## src/design/assert_macros.svh

```systemverilog
// Assertion macros used by the line engine module.
`ifndef ASSERT_MACROS_SVH
`define ASSERT_MACROS_SVH

// Antecedent implies consequent in the same cycle.
`define ASSERT_IMPLY(lbl, clk, rst, ante, cons) \
   lbl: assert property (@(posedge clk) disable iff (rst) (ante) |-> (cons)) \
      else $error("implication check failed");

// Antecedent implies consequent in the next cycle.
`define ASSERT_NEXT(lbl, clk, rst, ante, cons) \
   lbl: assert property (@(posedge clk) disable iff (rst) (ante) |=> (cons)) \
      else $error("next-cycle check failed");

`endif

```

## src/design/hlmc_pkg.sv

```systemverilog
// Package: constants, types and functions of the hex line CRC checker.
package hlmc_pkg;

   localparam int LINE_CHARS_DEF = 32;

   localparam logic [7:0]  CHAR_NL  = 8'h0A;
   localparam logic [15:0] CRC_INIT = 16'hFFFF;
   localparam logic [15:0] CRC_POLY = 16'hA001;
   localparam logic [4:0]  HEX_BAD  = 5'd16;

   typedef struct packed {
      logic       valid;
      logic [7:0] char_in;
   } beat_type;

   typedef struct packed {
      logic [15:0] crc_shown;
      logic [31:0] received_crc_chars;
      logic [4:0]  line_length;
      logic [3:0]  data_bytes;
   } rsp_type;

   function automatic logic [4:0] hex_digit(input logic [7:0] c);
      logic [4:0] d;
      if (c >= 8'h30 && c <= 8'h39) begin
         d = 5'(c - 8'h30);
      end else if (c >= 8'h61 && c <= 8'h66) begin
         d = 5'(c - 8'h57);
      end else if (c >= 8'h41 && c <= 8'h46) begin
         d = 5'(c - 8'h37);
      end else begin
         d = HEX_BAD;
      end
      return d;
   endfunction

   function automatic logic [7:0] parse_pair(input logic [7:0] a, input logic [7:0] b);
      logic [4:0] hi;
      logic [4:0] lo;
      logic [7:0] r;
      hi = hex_digit(a);
      lo = hex_digit(b);
      if (hi[4]) begin
         r = 8'h00;
      end else if (lo[4]) begin
         r = {4'h0, hi[3:0]};
      end else begin
         r = {hi[3:0], lo[3:0]};
      end
      return r;
   endfunction

   function automatic logic [15:0] crc_byte(input logic [15:0] crc, input logic [7:0] b);
      logic [15:0] c;
      c = crc ^ {8'h00, b};
      for (int i = 0; i < 8; i++) begin
         if (c[0]) begin
            c = (c >> 1) ^ CRC_POLY;
         end else begin
            c = c >> 1;
         end
      end
      return c;
   endfunction

endpackage

```

## src/design/hlmc_in_stage.sv

```systemverilog
// Input register: holds one character beat ahead of the line engine.
module hlmc_in_stage (
   input  logic              clock,
   input  logic              reset,
   input  logic              req_valid,
   output logic              req_ready,
   input  logic [7:0]        req_char_in,
   input  logic              advance,
   output hlmc_pkg::beat_type beat
);

   logic       valid_ff, valid_in;
   logic [7:0] char_ff,  char_in;

   assign req_ready = !valid_ff || advance;

   always_comb begin
      valid_in = valid_ff;
      char_in  = char_ff;
      if (req_ready) begin
         valid_in = req_valid;
         char_in  = req_char_in;
      end
   end

   always_ff @(posedge clock) begin
      if (reset) begin
         valid_ff <= 1'b0;
      end else begin
         valid_ff <= valid_in;
      end
      char_ff <= char_in;
   end

   assign beat.valid   = valid_ff;
   assign beat.char_in = char_ff;

endmodule

```

## src/design/hlmc_line_core.sv

```systemverilog
// Line engine: tail window, pair parsing, CRC update and end-of-line result.
`include "assert_macros.svh"

module hlmc_line_core #(
   parameter int LINE_CHARS = hlmc_pkg::LINE_CHARS_DEF
) (
   input  logic               clock,
   input  logic               reset,
   input  hlmc_pkg::beat_type beat,
   input  logic               out_busy,
   output logic               advance,
   output logic               rsp_load,
   output hlmc_pkg::rsp_type  rsp_data
);

   localparam int KW = $clog2(LINE_CHARS);
   localparam logic [KW-1:0] KEEP_MAX = KW'(LINE_CHARS - 1);
   localparam logic [KW-1:0] FOUR     = KW'(4);
   localparam logic [KW-1:0] TWO      = KW'(2);

   logic [7:0]    tail_ff [4];
   logic [7:0]    tail_in [4];
   logic [KW-1:0] kept_ff,  kept_in;
   logic [7:0]    first_ff, first_in;
   logic [15:0]   crc_ff,   crc_in;
   logic [KW-1:0] bytes_ff, bytes_in;

   logic          is_nl;
   logic [15:0]   crc_end;
   logic [KW-1:0] bytes_end;
   logic [31:0]   rx_chars;
   logic [7:0]    short_a, short_b;
   logic [KW+4:0] len_wide;
   logic [KW+3:0] bytes_wide;

   assign is_nl    = (beat.char_in == hlmc_pkg::CHAR_NL);
   assign advance  = beat.valid && !(is_nl && out_busy);
   assign rsp_load = advance && is_nl;

   // short line of two or three characters: the pair is the first two characters in the window
   assign short_a = kept_ff[0] ? tail_ff[1] : tail_ff[2];
   assign short_b = kept_ff[0] ? tail_ff[2] : tail_ff[3];

   always_comb begin
      rx_chars  = 32'h0;
      crc_end   = crc_ff;
      bytes_end = bytes_ff;
      if (kept_ff >= FOUR) begin
         rx_chars = {tail_ff[0], tail_ff[1], tail_ff[2], tail_ff[3]};
      end else if (kept_ff >= TWO) begin
         crc_end   = hlmc_pkg::crc_byte(crc_ff, hlmc_pkg::parse_pair(short_a, short_b));
         bytes_end = bytes_ff + KW'(1);
      end
   end

   assign len_wide   = {5'b0, kept_ff};
   assign bytes_wide = {4'b0, bytes_end};

   assign rsp_data.crc_shown          = {crc_end[7:0], crc_end[15:8]};
   assign rsp_data.received_crc_chars = rx_chars;
   assign rsp_data.line_length        = len_wide[4:0];
   assign rsp_data.data_bytes         = bytes_wide[3:0];

   always_comb begin
      tail_in  = tail_ff;
      kept_in  = kept_ff;
      first_in = first_ff;
      crc_in   = crc_ff;
      bytes_in = bytes_ff;
      if (advance) begin
         if (is_nl) begin
            tail_in  = '{default: 8'h00};
            kept_in  = '0;
            first_in = 8'h00;
            crc_in   = hlmc_pkg::CRC_INIT;
            bytes_in = '0;
         end else if (kept_ff < KEEP_MAX) begin
            if (kept_ff >= FOUR) begin
               if (!kept_ff[0]) begin
                  first_in = tail_ff[0];
               end else begin
                  crc_in   = hlmc_pkg::crc_byte(crc_ff,
                                hlmc_pkg::parse_pair(first_ff, tail_ff[0]));
                  bytes_in = bytes_ff + KW'(1);
               end
            end
            tail_in[0] = tail_ff[1];
            tail_in[1] = tail_ff[2];
            tail_in[2] = tail_ff[3];
            tail_in[3] = beat.char_in;
            kept_in    = kept_ff + KW'(1);
         end
      end
   end

   always_ff @(posedge clock) begin
      if (reset) begin
         tail_ff  <= '{default: 8'h00};
         kept_ff  <= '0;
         first_ff <= 8'h00;
         crc_ff   <= hlmc_pkg::CRC_INIT;
         bytes_ff <= '0;
      end else begin
         tail_ff  <= tail_in;
         kept_ff  <= kept_in;
         first_ff <= first_in;
         crc_ff   <= crc_in;
         bytes_ff <= bytes_in;
      end
   end

   `ASSERT_IMPLY(a_kept_bound, clock, reset, 1'b1, kept_ff <= KEEP_MAX)
   `ASSERT_NEXT(a_nl_clears, clock, reset, rsp_load, kept_ff == '0 && bytes_ff == '0)
   `ASSERT_IMPLY(a_crc_idle, clock, reset, kept_ff <= KW'(5),
                 crc_ff == hlmc_pkg::CRC_INIT && bytes_ff == '0)

endmodule

```

## src/design/hlmc_out_reg.sv

```systemverilog
// Result register: holds one finished line result until the beat is taken.
module hlmc_out_reg (
   input  logic              clock,
   input  logic              reset,
   input  logic              rsp_load,
   input  hlmc_pkg::rsp_type rsp_data,
   output logic              out_busy,
   output logic              rsp_valid,
   input  logic              rsp_ready,
   output logic [15:0]       rsp_crc_shown,
   output logic [31:0]       rsp_received_crc_chars,
   output logic [4:0]        rsp_line_length,
   output logic [3:0]        rsp_data_bytes
);

   logic              valid_ff, valid_in;
   hlmc_pkg::rsp_type data_ff,  data_in;

   assign out_busy = valid_ff && !rsp_ready;

   always_comb begin
      valid_in = valid_ff && !rsp_ready;
      data_in  = data_ff;
      if (rsp_load) begin
         valid_in = 1'b1;
         data_in  = rsp_data;
      end
   end

   always_ff @(posedge clock) begin
      if (reset) begin
         valid_ff <= 1'b0;
      end else begin
         valid_ff <= valid_in;
      end
      data_ff <= data_in;
   end

   assign rsp_valid              = valid_ff;
   assign rsp_crc_shown          = data_ff.crc_shown;
   assign rsp_received_crc_chars = data_ff.received_crc_chars;
   assign rsp_line_length        = data_ff.line_length;
   assign rsp_data_bytes         = data_ff.data_bytes;

endmodule

```

## src/design/hex_line_modbus_crc.sv

```systemverilog
// Newline beats go input register -> line engine -> result register driving rsp_.
// Throughput: one char per cycle unless a newline stalls; at most one CRC byte per beat.
// A newline stalls only while the single result register still holds an untaken beat.
// Reset is synchronous, active high: line state returns to empty, CRC to FFFF.
// No clearing pass; the block accepts beats as soon as reset is released.
module hex_line_modbus_crc #(
   parameter int LINE_CHARS = hlmc_pkg::LINE_CHARS_DEF
) (
   input  logic        clock,
   input  logic        reset,
   input  logic        req_valid,
   output logic        req_ready,
   input  logic [7:0]  req_char_in,
   output logic        rsp_valid,
   input  logic        rsp_ready,
   output logic [15:0] rsp_crc_shown,
   output logic [31:0] rsp_received_crc_chars,
   output logic [4:0]  rsp_line_length,
   output logic [3:0]  rsp_data_bytes
);

   hlmc_pkg::beat_type beat;
   hlmc_pkg::rsp_type  rsp_data;
   logic               advance;
   logic               rsp_load;
   logic               out_busy;

   hlmc_in_stage u_in (
      .clock       (clock),
      .reset       (reset),
      .req_valid   (req_valid),
      .req_ready   (req_ready),
      .req_char_in (req_char_in),
      .advance     (advance),
      .beat        (beat)
   );

   hlmc_line_core #(
      .LINE_CHARS (LINE_CHARS)
   ) u_core (
      .clock    (clock),
      .reset    (reset),
      .beat     (beat),
      .out_busy (out_busy),
      .advance  (advance),
      .rsp_load (rsp_load),
      .rsp_data (rsp_data)
   );

   hlmc_out_reg u_out (
      .clock                  (clock),
      .reset                  (reset),
      .rsp_load               (rsp_load),
      .rsp_data               (rsp_data),
      .out_busy               (out_busy),
      .rsp_valid              (rsp_valid),
      .rsp_ready              (rsp_ready),
      .rsp_crc_shown          (rsp_crc_shown),
      .rsp_received_crc_chars (rsp_received_crc_chars),
      .rsp_line_length        (rsp_line_length),
      .rsp_data_bytes         (rsp_data_bytes)
   );

endmodule

```

## config.mk

```make
export PLATFORM = sky130hd
export DESIGN_NAME = hex_line_modbus_crc
export DESIGN_NICKNAME = d
export VERILOG_FILES = /design/src/design/hlmc_pkg.sv /design/src/design/hlmc_in_stage.sv /design/src/design/hlmc_line_core.sv /design/src/design/hlmc_out_reg.sv /design/src/design/hex_line_modbus_crc.sv
export VERILOG_INCLUDE_DIRS = /design/src /design/src/design
export SDC_FILE = /design/constraint.sdc
export NUM_CORES = 1
export LEC_CHECK = 0
export CAP_MARGIN = 20
export CORE_ASPECT_RATIO = 1.25
export CORE_MARGIN = 5
export CORE_UTILIZATION = 65
export CTS_BUF_LIST = sky130_fd_sc_hd__clkbuf_8
export DETAILED_ROUTE_END_ITERATION = 8
export DONT_BUFFER_PORTS = 1
export PLACE_DENSITY = 0.81
export REMOVE_ABC_BUFFERS = 1
export SYNTH_ARGS = -nofsm -noshare
export SYNTH_HDL_FRONTEND = slang
export SYNTH_HIERARCHICAL = 1
export SYNTH_SLANG_ARGS = --single-unit
```

## constraint.sdc

```tcl
create_clock -name clock -period 10.35 [get_ports clock]
set_input_delay 1.5525 -clock clock [delete_from_list [all_inputs] [get_ports clock]]
set_output_delay 1.5525 -clock clock [all_outputs]
set_load 0.03 [all_outputs]
```

Word level (Yosys, flattened, before mapping)
Index checks and enable logic that the tools add are counted.

operators by class
  add/subtract/negate cells = 14
  multipliers = 0
  div/mod/pow operators = 0
  magnitude comparators = 27
  eq/ne operators = 2
  shifts and indexed selects = 0
  muxes and demuxes = 125
  bitwise operators = 18
  reductions and logical operators = 26

operator list
  cell                 number
  $mux 16              71
  $mux 5               32
  $mux 8               17
  $ge 8x7->1 const B   8
  $le 8x7->1 const B   8
  $mux 32              2
  $sub 5x5->5 const B  12
  $not 2->3            16
  $ge 8x6->1 const B   4
  $le 8x6->1 const B   4
  $xor 16x8->16        2
  $logic_and 1x1->1    16
  $add 5x1->5 const B  2
  $eq 8x4->1 const B   1
  $mux 4               2
  $reduce_and 4->1     2
  $reduce_bool 2->1    3
  $ge 5x2->1 const B   1
  $ge 5x3->1 const B   1
  $lt 5x5->1 const B   1
  $logic_not 1->1      3
  $ne 2x2->1 const B   1
  $reduce_and 2->1     1
  $logic_or 1x1->1     1
  $mux 1               1

word-level totals
  flip-flop bits (word level) = 133
  bits in latches = 0
  RAM bits = 0
  memory bits (read-only) = 0
  input bits = 12
  output and inout port bits = 59
  logic and storage cells = 227
  memories = 0

Logic depth before layout (Yosys ltp)
  word-level depth = 73
  mapped depth = 17
  depth with buffers taken out = 14

Hierarchy
The synthesis kept the hierarchy.

modules (own cells, without submodules)
  module          instances  cells an instance  area an instance (µm²)  sequential area each (µm²)
  hlmc_line_core  1          580                4588.2                  1301.2
  hlmc_out_reg    1          60                 1755.4                  1731.7
  hlmc_in_stage   1          13                 294.0                   260.2

Least setup slack after synthesis
Ideal clock, no wire load.

  path type = register -> register
  start = register u_core.kept_ff[0]
  end = register u_out.data_ff, in the netlist u_out/rsp_crc_shown[7], data pin
  library setup time = 260 ps
  arrival = 3820 ps
  data required time = 10090 ps
  setup slack = 6271 ps
  stages on the path, launching flop included = 16
  buffers on the path = 3
  period minus slack after synthesis = 4079 ps
  cells stage by stage = dfxtp_1 > buf_6 > buf_6 > clkbuf_1 > mux2i_1 > inv_1 > ha_1 > a211oi_1 > a21oi_1 > nor4_2 > nor2_1 > a2111oi_2 > xnor2_1 > xnor3_2 > xnor3_1 > mux2_2

RTL lines
  what                    line                   source
  start, declared         hlmc_line_core.sv:23   logic [KW-1:0] kept_ff, kept_in;
  start signal, assigned  hlmc_line_core.sv:105  kept_ff <= kept_in;
  end signal, assigned    hlmc_out_reg.sv:36     data_ff <= data_in;
  end, declared           hlmc_out_reg.sv:17     hlmc_pkg::rsp_type data_ff, data_in;

==> impl_metrics.ini <==
[synth]
synth_top_area_share = 0.294
yosys_warnings = 6
synth_edf_count = 65
async_flop_share = 0
ys_ff_latch = 132
ys.flop_type = dfxtp_1
synth.distinct_cells = 71
syn_avg_cell_area_um2 = 10.2
yosys.area.top_type = edfxtp_1
seq_area_frac_synth = 0.496
syn-cell-area_mm2 = 0.00664
synth_cells = 653
synthTopCellsByArea = edfxtp_1 (29%), dfxtp_1 (20%), nand2_1 (4.1%), xnor2_1 (3.7%), a21oi_1 (3.5%)

[sta]
worst_pin_slew_ps = 998
fin_crit_sh = 0.489
setup-tns-final_ps = 0
period_minus_slack_ps = 5060
rsz0062_at_grt = false
finalMaxSlewViolations = 0
skew_ps = 7.22
slew-limit-headroom = 0.334
finalHoldViolCount = 0
setup_violations = 0
clock.fmax_mhz = 197

[detailed_routing]
ant_nets = 0
routedWlPerCell_um = 17.9
drtPass1Iterations = 5
vias = 4748
wl_um = 14000
viasPerCell = 6.06
drtIter0Drc = 389
remaining_drc_errors = 0

[die]
die_area_mm2 = 0.0123
core-area_mm2 = 0.0101
start_util = 0.660
rows = 41
ioPinCount = 71
dieWidth_um = 100
die_h_um = 123

[cells_and_area]
register_area_mm2 = 0.00329
diodes = 0
fin_nets = 669
areaGrowthSynthToFinish_pct = 6.60
multi_input_area_mm2 = 0.00313
final_util = 0.704
fill_cells = 739
drive_gt1_frac = 0.108

[critical_path]
critPathLaunchType = register
arrival_ps = 5260
crit_type = register to register
critical_path.max_fanout = 29
required_ps = 10540
end_kind = register

[cts]
hold_buffers = 0
cts_resized = 0
clockBufferDepth = 2
root_buffer = clkbuf_8
htreeDepth = 4
cts_tree = built
clk_latency_ps = 440
cts_setup_buffers = 0
clock_sinks = 132
clk_pin_slew_ps = 70
cts_inserted_buffers = 17

[global_routing]
grt_pass1_wl_um = 23000
grt_overflow = 0
antenna_found_initial = 0
grt_max_degree = 68
grt_pass1_vias = 4617
track_usage = 0.238

[outcome]
status = complete, no violations

[pwr]
ir_drop_uv = 134
p_total_w = 0.00102
powerDensity_mw_per_mm2 = 144
p_leak_nw = 2.40

[place]
gp_congestion = 0.876
numPortBuffers = 0
hpwl_um = 9380

[job]
drv_cap = 0

[hold_path]
hold_class = register to register
## synthesized netlist by cell type, drive strengths merged, types with 2 or more instances
| cell | count |
|---|---|
| nand2 | 72 |
| dfxtp | 67 |
| edfxtp | 65 |
| a21oi | 48 |
| nor2 | 44 |
| nand3 | 35 |
| nor2b | 30 |
| xnor2 | 29 |
| clkbuf | 26 |
| o21ai | 24 |
| xor2 | 24 |
| nand2b | 19 |
| ha | 15 |
| inv | 15 |
| o22ai | 13 |
| a22oi | 11 |
| buf | 10 |
| nor3 | 10 |
| mux2 | 9 |
| mux2i | 8 |
| a21o | 7 |
| nor4 | 7 |
| nor3b | 6 |
| and3 | 5 |
| xnor3 | 5 |
| a211oi | 4 |
| and2 | 4 |
| nor4b | 4 |
| o21bai | 3 |
| o221ai | 3 |
| or2 | 3 |
| a2111oi | 2 |
| a21boi | 2 |
| a32oi | 2 |
| nand4 | 2 |
| or3 | 2 |
| or4b | 2 |
## per-stage QoR
stage / cells / hold WS [ps] / setup WS (ps) / cell area [um^2]
2_1_floorplan: 617 / 443 / 5710 / 6470
3_3_place_gp: 752 / 461 / 5630 / 6690
3_5_place_dp: 752 / 486 / 5320 / 6690
4_1_cts: 784 / 496 / 5300 / 7080
5_1_grt: 784 / 519 / 5010 / 7080
6_report: 784 / 500 / 5290 / 7080
## path summary, 6_finish.rpt
path,startpoint,to,slack (ps),cells after the start
setup / recovery,u_core/kept_ff[0]$_SDFFE_PP0P_,u_out/rsp_crc_shown[7]$_DFFE_PP_,5290,13
setup reg to reg,u_core/kept_ff[0]$_SDFFE_PP0P_,u_out/rsp_crc_shown[7]$_DFFE_PP_,5290,13
hold / removal,u_core/tail_ff[21]$_SDFFE_PP0P_,u_core/tail_ff[21]$_SDFFE_PP0P_,500,2
hold reg to reg,u_core/tail_ff[21]$_SDFFE_PP0P_,u_core/tail_ff[21]$_SDFFE_PP0P_,500,2
## metal layers
metal  GRT usage  up-vias  routed length, um  share of wire
li1            -     2293                  -              -
met1       0.288     2308               5920           0.42
met2       0.409      125               7210           0.51
met3      0.0564       22                634          0.045
met4      0.0977        0                242          0.017
met5           0        -                  0              0
## sequential cells by signal, summed over array words and instances, names as in the netlist, 5 cells and up
signal / cells
u_core/tail_ff: 32
u_out/rsp_received_crc_chars: 32
u_core/crc_ff: 16
u_out/rsp_crc_shown: 16
u_core/first_ff: 8
u_in/char_ff: 8
u_core/kept_ff: 5
u_out/rsp_line_length: 5
## layout by cell type, fill, tap and decap left out, drive strengths merged, types with 11 or more instances in the layout
cell     n
a21oi   48
nand3   35
nand2b  19
xor2    24
inv     19
o22ai   13
edfxtp  65
xnor2   29
a22oi   11
nand2   72
ha      15
o21ai   24
nor2b   30
dfxtp   67
clkbuf  17
nor2    44
## final cells by class
class,instances,share of cell area
sequential,132,0.465
multi-input combinational,470,0.442
clock buffer,17,0.0331
tap,129,0.0228
clock inverter,15,0.0221
inverter,15,0.00796
timing repair buffer,6,0.00637
## kinds of logic (layout without fill, tap and decap cells)
group	count (synthesis)	in the layout	share of synthesized area
multiplexers	17	17	0.0279
AO/OA/AOI/OAI	130	130	0.124
buffers and inverters	51	53	0.0339
XOR/XNOR	58	58	0.0895
adder cells (fa/ha/maj)	15	15	0.0283
AND/OR/NAND/NOR	250	250	0.200
flip-flops	132	132	0.496
## power breakdown
part | switching [W] | leakage (nW) | internal (W)
logic | 0.0000253 | 1.08 | 0.0000172
registers | 0.00000953 | 1.14 | 0.000552
clock network | 0.000205 | 0.180 | 0.000214
## worst max-delay path, stage by stage, from the launching register on
cell,delay [ps]
dfxtp_1,980
inv_1,290
a21boi_0,450
inv_1,190
ha_1,240
nand2b_1,150
nor4b_2,410
nor3_4,100
a2111oi_2,420
a2111oi_2,110
xnor2_1,320
xnor3_2,520
xnor3_1,360
mux2_2,270
No activity file was read; power rests on OpenSTA's default activity.
